<file path="config.mk">
export PLATFORM = sky130hd
export DESIGN_NAME = two_choice_load_dispatcher_core
export DESIGN_NICKNAME = d
export VERILOG_FILES = /design/src/hdl/tcld_pkg.sv /design/src/hdl/tcld_front.sv /design/src/hdl/tcld_queue.sv /design/src/hdl/tcld_back.sv /design/src/hdl/two_choice_load_dispatcher_core.sv
export SDC_FILE = /design/constraint.sdc
export NUM_CORES = 2
export LEC_CHECK = 0
export BUFFER_PORTS_ARGS = -buffer_cell sky130_fd_sc_hd__buf_2
export CAP_MARGIN = 10
export CORE_AREA = 2 2 395 397
export DETAILED_ROUTE_END_ITERATION = 10
export DIE_AREA = 0 0 397 399
export GPL_TIMING_DRIVEN = 0
export PLACE_DENSITY_LB_ADDON = 0.2
export SLEW_MARGIN = 20
export SYNTH_ARGS = -nofsm -noshare
export SYNTH_HDL_FRONTEND = slang
export SYNTH_SLANG_ARGS = --single-unit
</file>
<file path="constraint.sdc">
create_clock -name clk -period 28.5 [get_ports clk]
set_input_delay 1.425 -clock clk [delete_from_list [all_inputs] [get_ports clk]]
set_output_delay 1.425 -clock clk [all_outputs]
set_load 0.1 [all_outputs]
</file>
<file path="src/hdl/tcld_pkg.sv">
// Shared types, constants and helpers for the two-choice load dispatcher.
// Used by the front, queue and back modules and by the top level.
package tcld_pkg;

  localparam int NUM_LOADS       = 8;
  localparam int LOAD_W          = 32;
  localparam int WORKER_W        = 3;
  localparam int COUNT_W         = 4;
  localparam int TICKET_W        = 64;
  localparam int CFG_INDEX_W     = 1;
  localparam int CFG_DATA_W      = 64;
  localparam int MAX_WORKERS_DEF = 8;
  localparam int QUEUE_DEPTH     = 2;

  localparam logic [CFG_INDEX_W-1:0] REG_WORKER_COUNT = 1'd0;
  localparam logic [CFG_INDEX_W-1:0] REG_INITIAL_SEED = 1'd1;

  localparam logic [TICKET_W-1:0] GOLDEN_STEP = 64'h9e3779b97f4a7c15;
  localparam logic [TICKET_W-1:0] MIX_MUL_A   = 64'hbf58476d1ce4e5b9;
  localparam logic [TICKET_W-1:0] MIX_MUL_B   = 64'h94d049bb133111eb;
  localparam int MIX_SHIFT_0 = 30;
  localparam int MIX_SHIFT_1 = 27;
  localparam int MIX_SHIFT_2 = 31;

  // How a request was classified by the front
  localparam logic [1:0] KIND_SINGLE  = 2'd0;
  localparam logic [1:0] KIND_ROUND   = 2'd1;
  localparam logic [1:0] KIND_BALANCE = 2'd2;

  typedef logic [NUM_LOADS-1:0][LOAD_W-1:0] tcld_loads_t;

  typedef struct packed {
    tcld_loads_t               loads;
    logic [WORKER_W-1:0]       first;
    logic [COUNT_W-1:0]        count;
    logic [1:0]                kind;
    logic [TICKET_W-1:0]       hash;
  } tcld_job_t;

  // One byte of restoring remainder: rem < n, result < n, n in 2..8
  function automatic logic [WORKER_W-1:0] mod_step8(input logic [WORKER_W-1:0] rem,
                                                   input logic [7:0] digit,
                                                   input logic [COUNT_W-1:0] n);
    logic [COUNT_W:0] r;
    r = {2'b00, rem};
    for (int i = 7; i >= 0; i--) begin
      r = {r[COUNT_W-1:0], digit[i]};
      if (r >= {1'b0, n}) begin
        r = r - {1'b0, n};
      end
    end
    return r[WORKER_W-1:0];
  endfunction

endpackage

</file>
<file path="src/hdl/tcld_front.sv">
// Front end: accepts requests, holds configuration, ticket and seed,
// classifies each request and works out its first pick (round-robin or ticket mod count).
// Depends on tcld_pkg.
module tcld_front #(
  parameter int MAX_WORKERS = tcld_pkg::MAX_WORKERS_DEF
) (
  input  logic                              clk,
  input  logic                              rst,
  input  logic                              cfg_we,
  input  logic [tcld_pkg::CFG_INDEX_W-1:0]  cfg_index,
  input  logic [tcld_pkg::CFG_DATA_W-1:0]   cfg_data,
  input  logic                              in_valid,
  output logic                              in_ready,
  input  tcld_pkg::tcld_loads_t             in_loads,
  output logic                              push_valid,
  input  logic                              push_ready,
  output tcld_pkg::tcld_job_t               push_data
);
  import tcld_pkg::*;

  localparam logic [2:0] F_IDLE = 3'd0;
  localparam logic [2:0] F_MOD  = 3'd1;
  localparam logic [2:0] F_PUSH = 3'd2;

  localparam logic [COUNT_W-1:0] MAX_CNT = COUNT_W'(MAX_WORKERS);

  logic [2:0]          fstate;
  logic [COUNT_W-1:0]  worker_count;
  logic [TICKET_W-1:0] ticket_counter;
  logic [TICKET_W-1:0] running_seed;
  logic [TICKET_W-1:0] mod_val;
  logic [WORKER_W-1:0] rem;
  logic [2:0]          idx;
  tcld_job_t           job;

  logic [COUNT_W-1:0]  cnt_eff;
  logic                warmup;
  logic [COUNT_W-1:0]  rr_diff;
  logic [WORKER_W-1:0] rr_first;
  logic [WORKER_W-1:0] rem_next;

  always_comb begin
    if (worker_count == '0) begin
      cnt_eff = COUNT_W'(1);
    end else if (worker_count > MAX_CNT) begin
      cnt_eff = MAX_CNT;
    end else begin
      cnt_eff = worker_count;
    end
    warmup   = (ticket_counter[TICKET_W-1:5] == '0) &&
               (ticket_counter[4:0] < {cnt_eff, 1'b0});
    rr_diff  = ticket_counter[3:0] - cnt_eff;
    rr_first = (ticket_counter[3:0] < cnt_eff) ? ticket_counter[2:0] : rr_diff[2:0];
    rem_next = mod_step8(rem, mod_val[{idx, 3'b000} +: 8], job.count);
  end

  assign in_ready   = (fstate == F_IDLE);
  assign push_valid = (fstate == F_PUSH);
  assign push_data  = job;

  always_ff @(posedge clk) begin
    if (rst) begin
      fstate         <= F_IDLE;
      worker_count   <= COUNT_W'(1);
      ticket_counter <= '0;
      running_seed   <= '0;
    end else begin
      if (cfg_we && cfg_index == REG_WORKER_COUNT) begin
        worker_count <= cfg_data[COUNT_W-1:0];
      end
      if (cfg_we && cfg_index == REG_INITIAL_SEED) begin
        running_seed <= cfg_data;
      end
      unique case (fstate)
        F_IDLE: begin
          if (in_valid) begin
            job.loads <= in_loads;
            job.count <= cnt_eff;
            job.hash  <= ticket_counter ^ running_seed;
            if (cnt_eff == COUNT_W'(1)) begin
              job.kind  <= KIND_SINGLE;
              job.first <= '0;
              fstate    <= F_PUSH;
            end else if (warmup) begin
              job.kind       <= KIND_ROUND;
              job.first      <= rr_first;
              ticket_counter <= ticket_counter + 1'b1;
              fstate         <= F_PUSH;
            end else begin
              job.kind       <= KIND_BALANCE;
              mod_val        <= ticket_counter;
              rem            <= '0;
              idx            <= 3'd7;
              ticket_counter <= ticket_counter + 1'b1;
              running_seed   <= running_seed + GOLDEN_STEP;
              fstate         <= F_MOD;
            end
          end
        end
        F_MOD: begin
          // ticket mod count, one byte per cycle from the top
          rem <= rem_next;
          idx <= idx - 1'b1;
          if (idx == 3'd0) begin
            job.first <= rem_next;
            fstate    <= F_PUSH;
          end
        end
        F_PUSH: begin
          if (push_ready) begin
            fstate <= F_IDLE;
          end
        end
        default: fstate <= F_IDLE;
      endcase
    end
  end

endmodule

</file>
<file path="src/hdl/tcld_queue.sv">
// Short register queue of classified requests between front and back.
// Depends on tcld_pkg.
module tcld_queue (
  input  logic                clk,
  input  logic                rst,
  input  logic                push_valid,
  output logic                push_ready,
  input  tcld_pkg::tcld_job_t push_data,
  output logic                pop_valid,
  input  logic                pop_ready,
  output tcld_pkg::tcld_job_t pop_data
);
  import tcld_pkg::*;

  localparam int PTR_W  = (QUEUE_DEPTH > 1) ? $clog2(QUEUE_DEPTH) : 1;
  localparam int FILL_W = $clog2(QUEUE_DEPTH + 1);
  localparam logic [PTR_W-1:0]  LAST = PTR_W'(QUEUE_DEPTH - 1);
  localparam logic [FILL_W-1:0] FULL = FILL_W'(QUEUE_DEPTH);

  tcld_job_t          entries [QUEUE_DEPTH];
  logic [PTR_W-1:0]   wr_ptr;
  logic [PTR_W-1:0]   rd_ptr;
  logic [FILL_W-1:0]  fill;
  logic               do_push;
  logic               do_pop;

  assign push_ready = (fill != FULL);
  assign pop_valid  = (fill != '0);
  assign pop_data   = entries[rd_ptr];
  assign do_push    = push_valid && push_ready;
  assign do_pop     = pop_valid && pop_ready;

  always_ff @(posedge clk) begin
    if (do_push) begin
      entries[wr_ptr] <= push_data;
    end
  end

  always_ff @(posedge clk) begin
    if (rst) begin
      wr_ptr <= '0;
      rd_ptr <= '0;
      fill   <= '0;
    end else begin
      if (do_push) begin
        wr_ptr <= (wr_ptr == LAST) ? '0 : wr_ptr + 1'b1;
      end
      if (do_pop) begin
        rd_ptr <= (rd_ptr == LAST) ? '0 : rd_ptr + 1'b1;
      end
      if (do_push && !do_pop) begin
        fill <= fill + 1'b1;
      end else if (do_pop && !do_push) begin
        fill <= fill - 1'b1;
      end
    end
  end

endmodule

</file>
<file path="src/hdl/tcld_back.sv">
// Back end: for balanced requests hashes the second pick (splitmix64 finalizer
// on a shared 32x32 multiplier), reduces it mod count and compares loads; drives output.
// Depends on tcld_pkg.
module tcld_back (
  input  logic                         clk,
  input  logic                         rst,
  input  logic                         pop_valid,
  output logic                         pop_ready,
  input  tcld_pkg::tcld_job_t          pop_data,
  output logic                         out_valid,
  input  logic                         out_ready,
  output logic [tcld_pkg::WORKER_W-1:0] out_chosen,
  output logic                         out_bal
);
  import tcld_pkg::*;

  localparam logic [2:0] B_IDLE = 3'd0;
  localparam logic [2:0] B_MUL  = 3'd1;
  localparam logic [2:0] B_MOD  = 3'd2;
  localparam logic [2:0] B_PICK = 3'd3;
  localparam logic [2:0] B_OUT  = 3'd4;

  logic [2:0]          bstate;
  tcld_job_t           job;
  logic [TICKET_W-1:0] v;
  logic [TICKET_W-1:0] acc;
  logic [63:0]         prod;
  logic [1:0]          mstep;
  logic                msel;
  logic [2:0]          idx;
  logic [WORKER_W-1:0] rem;
  logic [WORKER_W-1:0] res_chosen;
  logic                res_bal;

  logic [TICKET_W-1:0] k;
  logic [31:0]         mul_a;
  logic [31:0]         mul_b;
  logic [63:0]         mul_p;
  logic [TICKET_W-1:0] mix_sum;
  logic [TICKET_W-1:0] mix_next;
  logic [WORKER_W-1:0] rem_next;
  logic [COUNT_W-1:0]  rem_inc;
  logic [WORKER_W-1:0] second;
  logic [LOAD_W-1:0]   load_a;
  logic [LOAD_W-1:0]   load_b;

  always_comb begin
    k        = msel ? MIX_MUL_B : MIX_MUL_A;
    mul_a    = (mstep == 2'd1) ? v[63:32] : v[31:0];
    mul_b    = (mstep == 2'd2) ? k[63:32] : k[31:0];
    mul_p    = 64'(mul_a) * 64'(mul_b);
    mix_sum  = {acc[63:32] + prod[31:0], acc[31:0]};
    mix_next = msel ? (mix_sum ^ (mix_sum >> MIX_SHIFT_2))
                    : (mix_sum ^ (mix_sum >> MIX_SHIFT_1));
    rem_next = mod_step8(rem, v[{idx, 3'b000} +: 8], job.count);
    rem_inc  = {1'b0, rem} + 1'b1;
    // bump a colliding second pick to the next worker, wrapping at count
    if (rem != job.first) begin
      second = rem;
    end else if (rem_inc == job.count) begin
      second = '0;
    end else begin
      second = rem_inc[WORKER_W-1:0];
    end
    load_a = job.loads[job.first];
    load_b = job.loads[second];
  end

  assign pop_ready = (bstate == B_IDLE);

  always_ff @(posedge clk) begin
    if (rst) begin
      bstate    <= B_IDLE;
      out_valid <= 1'b0;
    end else begin
      // drop the taken result unless a new one replaces it this cycle
      if (out_valid && out_ready && bstate != B_OUT) begin
        out_valid <= 1'b0;
      end
      unique case (bstate)
        B_IDLE: begin
          if (pop_valid) begin
            job <= pop_data;
            if (pop_data.kind == KIND_BALANCE) begin
              v      <= pop_data.hash ^ (pop_data.hash >> MIX_SHIFT_0);
              mstep  <= 2'd0;
              msel   <= 1'b0;
              bstate <= B_MUL;
            end else begin
              res_chosen <= pop_data.first;
              res_bal    <= 1'b0;
              bstate     <= B_OUT;
            end
          end
        end
        B_MUL: begin
          // low 64 bits of v * k from three 32x32 partial products
          prod  <= mul_p;
          mstep <= mstep + 1'b1;
          if (mstep == 2'd1) begin
            acc <= prod;
          end else if (mstep == 2'd2) begin
            acc[63:32] <= acc[63:32] + prod[31:0];
          end else if (mstep == 2'd3) begin
            v <= mix_next;
            if (msel) begin
              rem    <= '0;
              idx    <= 3'd7;
              bstate <= B_MOD;
            end else begin
              msel <= 1'b1;
            end
          end
        end
        B_MOD: begin
          rem <= rem_next;
          idx <= idx - 1'b1;
          if (idx == 3'd0) begin
            bstate <= B_PICK;
          end
        end
        B_PICK: begin
          res_chosen <= (load_a <= load_b) ? job.first : second;
          res_bal    <= 1'b1;
          bstate     <= B_OUT;
        end
        B_OUT: begin
          if (!out_valid || out_ready) begin
            out_valid  <= 1'b1;
            out_chosen <= res_chosen;
            out_bal    <= res_bal;
            bstate     <= B_IDLE;
          end
        end
        default: bstate <= B_IDLE;
      endcase
    end
  end

endmodule

</file>
<file path="src/hdl/two_choice_load_dispatcher_core.sv">
// Two-choice load dispatcher, top level.
// Depends on tcld_pkg, tcld_front, tcld_queue and tcld_back.
//
// Each request on s_axis carries the load score of all eight workers; one
// result per request comes out on m_axis with the chosen worker index in
// tdata and, in tuser, a flag set when the two-choice load compare decided.
// cfg_we/cfg_index/cfg_data write worker_count (index 0) and initial_seed
// (index 1); a seed write also reloads the running seed. Write only while idle.
// The front takes a request when it is free: a single worker or a warm-up ticket
// goes straight to the push, a balanced request first works out the ticket mod
// count, one byte per cycle. A two-entry queue decouples it from the back, which
// for a balanced request runs two 64-bit multiplies on one shared 32x32
// multiplier, a mod count and a load compare. That back sequence sets the
// sustained rate of balanced requests; other requests pass the back through its
// idle and output states only. Reset clears ticket and seed, sets worker_count
// to 1 and empties the queue. A stalled m_axis holds its result in the output
// register while the back finishes the next one; further stalls back up through
// the queue into s_axis_tready.
module two_choice_load_dispatcher_core #(
  parameter int MAX_WORKERS = tcld_pkg::MAX_WORKERS_DEF
) (
  input  logic                              clk,
  input  logic                              rst,
  input  logic                              cfg_we,
  input  logic [tcld_pkg::CFG_INDEX_W-1:0]  cfg_index,
  input  logic [tcld_pkg::CFG_DATA_W-1:0]   cfg_data,
  input  logic                              s_axis_tvalid,
  output logic                              s_axis_tready,
  // load_w0 [31:0], load_w1 [63:32], ... load_w7 [255:224]
  input  logic [255:0]                      s_axis_tdata,
  output logic                              m_axis_tvalid,
  input  logic                              m_axis_tready,
  // chosen_worker [2:0], zero fill [7:3]
  output logic [7:0]                        m_axis_tdata,
  // by_balance [0]
  output logic [0:0]                        m_axis_tuser
);
  import tcld_pkg::*;

  logic                push_valid;
  logic                push_ready;
  tcld_job_t           push_data;
  logic                pop_valid;
  logic                pop_ready;
  tcld_job_t           pop_data;
  logic [WORKER_W-1:0] out_chosen;
  logic                out_bal;

  tcld_front #(
    .MAX_WORKERS(MAX_WORKERS)
  ) u_front (
    .clk        (clk),
    .rst        (rst),
    .cfg_we     (cfg_we),
    .cfg_index  (cfg_index),
    .cfg_data   (cfg_data),
    .in_valid   (s_axis_tvalid),
    .in_ready   (s_axis_tready),
    .in_loads   (s_axis_tdata),
    .push_valid (push_valid),
    .push_ready (push_ready),
    .push_data  (push_data)
  );

  tcld_queue u_queue (
    .clk        (clk),
    .rst        (rst),
    .push_valid (push_valid),
    .push_ready (push_ready),
    .push_data  (push_data),
    .pop_valid  (pop_valid),
    .pop_ready  (pop_ready),
    .pop_data   (pop_data)
  );

  tcld_back u_back (
    .clk        (clk),
    .rst        (rst),
    .pop_valid  (pop_valid),
    .pop_ready  (pop_ready),
    .pop_data   (pop_data),
    .out_valid  (m_axis_tvalid),
    .out_ready  (m_axis_tready),
    .out_chosen (out_chosen),
    .out_bal    (out_bal)
  );

  assign m_axis_tdata = {5'b00000, out_chosen};
  assign m_axis_tuser = out_bal;

endmodule
</file>
* Yosys cells after proc, flatten, opt, wreduce, memory -nomap -nowiden *
Memories as Yosys holds them, arrays and structs flattened. A register that Yosys moved wholly into a read port is not among the register bits.
Cells that the tools add are included.
Widths: inputs -> output; s select.

storage, ports and cells
  flip-flop bits (word level) = 1014
  logic and storage cells = 289
  memory bits (writable) = 658
  memories kept = 1
  output and inout bits = 11
  input port bits = 326

memories
  memory           words  width  read ports  clocked after Yosys merged registers in  write ports  line              source
  u_queue.entries  2      329    1           1                                        1            tcld_queue.sv:20  tcld_job_t entries [QUEUE_DEPTH];

cells by class
  reductions and logical operators = 42
  $add $sub $neg = 28
  mux-type cells = 109
  bitwise logic cells = 8
  $lt $le $gt $ge = 22
  $mul = 1
  eq/ne operators = 30
  shifts and indexed selects = 2

operators with widths
  operator                count
  $mux 64                 11
  $bmux 32 s3             2
  $mux 32                 6
  $pmux 64 s2             1
  $shiftx 64x7->8         2
  $mux 3                  37
  $mux 73                 1
  $ge 5x4->1              14
  $add 64x1->64 const B   1
  $add 64x64->64 const B  1
  $mul 32x32->64          1
  $mux 4                  16
  $xor 64x33->64          1
  $xor 64x34->64          1
  $xor 64x37->64          1
  $xor 64x64->64          1
  $mux 62                 1
  $logic_not 59->1        1
  $sub 4x4->4             14
  $pmux 3 s2              6
  $add 32x32->32          1
  $le 32x32->1            1
  $reduce_and 3->1        7
  $mux 1                  16
  other kinds (40)        98

* Longest topological paths before layout *
  depth in word-level cells = 19
  gate-level depth with buffers = 63

* By module *
From an unflattened synthesis, not the netlist that was laid out.

second synthesis, totals
  cell total of the unflattened synthesis = 7648
  area total of the unflattened synthesis = 101879.0 µm²

modules (own cells, without submodules)
  module                           sequential area each (µm²)  area an instance (µm²)  instances  cells an instance
  tcld_back                        14253.7                     54350.9                 1          4960
  tcld_queue                       19859.0                     25527.0                 1          1048
  tcld_front                       14664.1                     21959.8                 1          1634
  two_choice_load_dispatcher_core  0.0                         41.3                    1          6

* Worst setup path after synthesis *
Ideal clock, no wire load.

  path type = reg2reg
  start = register u_front.fstate[0]
  end = register u_front.mod_val[0] (enable)
  path slack = 9547 ps
  stages on the path, launching flop included = 6
  library setup time = 449 ps
  data required time = 28051 ps
  buffers on the path = 1
  arrival time = 18503 ps
  cells stage by stage = dfxtp_1 nor2_1 nand2_1 nor2_1 and3_1 clkbuf_1

on the way
  longest elaborated chain between the ends = 2

RTL lines
  what                        line                                   source
  start: declaration          tcld_front.sv:27                       logic [2:0] fstate;
  start signal: assignment    tcld_front.sv:63                       fstate <= F_IDLE;
  start signal: assignment    tcld_front.sv:83                       fstate <= F_PUSH;
  start signal: assignment    tcld_front.sv:88                       fstate <= F_PUSH;
  $logic_not 3->1             n/a
  via s_axis_tready           two_choice_load_dispatcher_core.sv:28  output logic s_axis_tready,
  $reduce_and 5->1 (no line)  n/a
  end signal: assignment      tcld_front.sv:91                       mod_val <= ticket_counter;
  end: declaration            tcld_front.sv:31                       logic [TICKET_W-1:0] mod_val;

The timed path passes the listed nets, and every way through them passes these cells.
A chain may end at the register's enable or synchronous reset.

* Final worst setup path *
  start = register u_front.idx[0]
  end = register u_front.job (netlist bit u_front.push_data[72]) (data pin)

on the way
  longest elaborated chain between the ends = 19

RTL lines
  what                                       line                            source
  start: declaration                         tcld_front.sv:33                logic [2:0] idx;
  start signal: assignment                   tcld_front.sv:103               idx <= idx - 1'b1;
  $shiftx 64x7->8 (*)                        tcld_front.sv:54                rem_next = mod_step8(rem, mod_val[{idx, 3'b000} +: 8], job.count);
  $sub 4x4->4 or $ge 4x4->1 (tied branches)  tcld_pkg.sv:49, tcld_pkg.sv:48
  $mux 4                                     tcld_pkg.sv:48                  if (r >= {1'b0, n}) begin
  $sub 4x4->4 or $ge 5x4->1 (tied branches)  tcld_pkg.sv:49, tcld_pkg.sv:48
  $mux 4                                     tcld_pkg.sv:48
  $sub 4x4->4 or $ge 5x4->1 (tied branches)  tcld_pkg.sv:49, tcld_pkg.sv:48
  $mux 4                                     tcld_pkg.sv:48
  $sub 4x4->4 or $ge 5x4->1 (tied branches)  tcld_pkg.sv:49, tcld_pkg.sv:48
  (+3 left out)                              n/a
  $sub 4x4->4 or $ge 5x4->1 (tied branches)  tcld_pkg.sv:49, tcld_pkg.sv:48
  $mux 4                                     tcld_pkg.sv:48
  $sub 4x4->4 or $ge 5x4->1 (tied branches)  tcld_pkg.sv:49, tcld_pkg.sv:48
  $mux 4                                     tcld_pkg.sv:48
  $ge 5x4->1 or $sub 3x3->3 (tied branches)  tcld_pkg.sv:48, tcld_pkg.sv:49
  $mux 3 (*)                                 tcld_pkg.sv:48
  $mux 3 (*)                                 tcld_front.sv:104               if (idx == 3'd0) begin
  $pmux 3 s2 (*)                             tcld_front.sv:74                unique case (fstate)
  end: declaration                           tcld_front.sv:34                tcld_job_t job;

Every way passes the cells marked *; elsewhere a longest branch is shown, timed or not. The select of a mux whose other input is x is not followed.

==> results.py <==
metrics = {
    "status": {
        "status": "finished, final reports clean",
    },
    "clock_tree": {
        "cts.reportedPaths.clkPinSlew_ps": 60,
        "cts_max_level": 4,
        "cts_tree": "yes",
        "cts_buffer_depth": 3,
        "numCtsBuffers": 164,
        "cts_hold_buf": 0,
        "clk_latency_ps": 820,
        "cts_root_buffer": "clkbuf_16",
        "ctsResizeCount": 0,
        "cts_sinks": 1672,
        "cts_setup_buffers": 0,
    },
    "logic_synthesis": {
        "synth-simple-area-share_pct": 7.698,
        "yosys_most_used_dff": "edfxtp_1",
        "synth.area.mux_share_pct": 6.952,
        "synth_seq_area_share_pct": 48.93,
        "yosys_warnings": 0,
        "syn_area_mm2": 0.09969,
        "synth_seq_cells": 1672,
        "synth_compound_area_share_pct": 5.573,
        "synth_xor_xnor_area_share_pct": 3.137,
        "synth_top_family_by_area": "adder cells",
        "synth-edff-count": 1529,
        "synth_cell_types": 91,
        "postSynthCellCount": 7627,
        "syn-mean-instance-area_um2": 13.07,
        "async_flop_share_pct": 0,
        "synthAdderAreaFrac_pct": 23.03,
    },
    "layout": {
        "fill_cells": 10310,
        "drive_gt1_share_pct": 14.27,
        "final_nets": 9836,
        "area_growth_pct": 11.13,
        "seqCellArea_mm2": 0.04878,
        "multi_input_area_mm2": 0.04637,
        "design_area_mm2": 0.1108,
        "mostFrequentLayoutCells": "edfxtp_1 (1529), inv_1 (943), fa_1 (851), nand2_1 (581), ha_1 (473)",
        "layout_commonest_cell": "edfxtp_1",
    },
    "min_path": {
        "whs_path_depth": 0,
        "min_to": "u_back.out_chosen[2]",
        "hp-class": "flop to flop",
        "holdCritStartpoint": "u_back.res_chosen[2]",
    },
    "worst_setup_path": {
        "path_max_fanout": 9,
        "arrival_ps": 16370,
        "criticalPathCategory": "flop to flop",
        "r2r_slack_ps": 12660,
        "worst_ep_required_time_ps": 29030,
        "reg2regPathDepth": 61,
        "r2r-start": "u_front.idx[0]",
        "cp_slowest_stage_delay_ps": 670,
        "critPathSlowestCell": "mux2i_1",
        "rr_endpoint": "u_front.push_data[72]",
        "cp-end-kind": "flop",
        "crit_path_start_kind": "flop",
    },
    "timing": {
        "final.setup.tns_ps": 0,
        "finalCriticalPeriod_ps": 15840,
        "setup_viol": 0,
        "final-hold-violation-count": 0,
        "finClkSkew_ps": 109.7,
        "slew_violations": 0,
        "tightest_slew_ps": 1320,
        "layout_setup_ws_ps": 12660,
        "rsz0062_at_grt": "no",
        "max_freq_ghz": 0.06312,
        "slew_headroom_pct": 11.38,
        "fin_crit_sh_pct": 55.59,
    },
    "global_routing": {
        "grt_first_pass_wirelength_um": 434100,
        "antenna_found_initial": 14,
        "overflow": 0,
        "first_global_vias": 65680,
        "track_usage_pct": 38.62,
        "grt_start_max_net_pins": 60,
    },
    "job": {
        "max-cap-violations": 0,
    },
    "routing": {
        "routed_via_density": 6.243,
        "route.vias.total": 64760,
        "firstDrtPassIters": 8,
        "drt_wl_total_um": 301700,
        "drtAntennaViolNets": 0,
        "drc_errors": 0,
        "wl_per_cell_um": 29.08,
        "drt_iter0_markers": 7605,
    },
    "die": {
        "core_mm2": 0.1537,
        "die_x_um": 397,
        "dieHeight_um": 399,
        "fp.dieArea_mm2": 0.1584,
        "initial_core_util_pct": 64.86,
        "ios": 337,
        "rows": 144,
    },
    "placed_design": {
        "port_buffers": 330,
        "gp_congestion": 1.032,
        "post-place-ws_ps": 12830,
        "dpl.hpwl_um": 238400,
        "place_area_mm2": 0.1053,
    },
}
==> logic make-up after synthesis <==
kind of cell,count (synthesis)
AOI/OAI and AO/OA,854
xor gates and xnor gates,357
adders and majority gates,1324
buffers and inverters,1235
DFF,1672
muxes,531
other,1
and+or+nand+nor,1653
==> registers in the layout, indices dropped and copies added (netlist names), 4 cells and up, named ones only <==
signal and count:
u_back.prod 64, u_queue.entries 658, u_back.acc 64, u_front.running_seed 64, u_front.worker_count 4, u_back.v 64
u_front.ticket_counter 64, u_front.push_data 329, u_back.job 263, u_front.mod_val 64
==> how the worst max path moves through the flow <==
stage	from	cells past startpoint	endpoint	slack [ps]
5_1_grt	u_front.idx[0]	61	u_front.push_data[72]	11330
3_5_place_dp	u_front.idx[0]	61	u_front.push_data[72]	12830
6_report	u_front.idx[0]	61	u_front.push_data[72]	12660
4_1_cts	u_front.idx[0]	61	u_front.push_data[72]	12860
2_1_floorplan	u_front.fstate[0]	5	u_front.mod_val[0]	9550
3_3_place_gp	rst	5	u_front.running_seed[47]	2740
==> per-stage QoR <==
| step | hold slack [ps] | utilization, % | cells |
|---|---|---|---|
| after floorplan | 400.3 | - | 7631 |
| after global placement | 408.4 | 67.61 | 10010 |
| after detailed placement | 404.5 | 68.53 | 10060 |
| after CTS | 414.2 | 72.04 | 10360 |
| after global routing | 421.3 | 72.07 | 10370 |
| final | 417.8 | 72.08 | 10370 |
==> Yosys cell counts, drive strengths merged (54+ instances only) <==
cell | n | area, µm²
edfxtp | 1529 | 45910
inv | 944 | 3543
fa | 851 | 17040
nand2 | 581 | 2181
ha | 473 | 5918
nor2 | 440 | 1652
mux2 | 325 | 3660
clkbuf | 244 | 915.9
a21oi | 223 | 1139
o21ai | 213 | 1074
xor2 | 207 | 1813
xnor2 | 150 | 1314
dfxtp | 143 | 2863
nor2b | 143 | 894.6
nand3 | 122 | 610.6
mux2i | 110 | 1109
mux4 | 96 | 2162
and3 | 70 | 442.9
a21o | 65 | 488.0
o211ai | 54 | 415.4
or2 | 54 | 337.8
==> worst max-delay path, delay by kind of cell, from the launching register on <==
kind | cells | cell delay, ps
DFF | 1 | 320
buffers and inverters | 4 | 500
and+or+nand+nor | 6 | 1210
adders and majority gates | 9 | 2800
muxes | 13 | 5010
AOI/OAI and AO/OA | 29 | 5730
==> layout make-up <==
cell class / instances / area share (%)
clock buffers: 197 / 3.844
clock inverters: 100 / 1.024
inverters: 944 / 3.199
well taps: 2044 / 2.309
multi-input cells: 4724 / 41.86
repair buffers: 389 / 2.672
plain buffers: 291 / 1.032
flip-flops and latches: 1672 / 44.03
diodes: 12 / 0.02711
==> metal layers <==
layer	global-route usage, %	wire, µm
met3	9.725	32320
met2	59.49	137600
met4	21.22	19610
met1	50.82	112100
met5	0	8
Power is left out: the tool's default activity adds up to more than one toggle a clock period on the data nets, which glitch-free logic cannot reach.
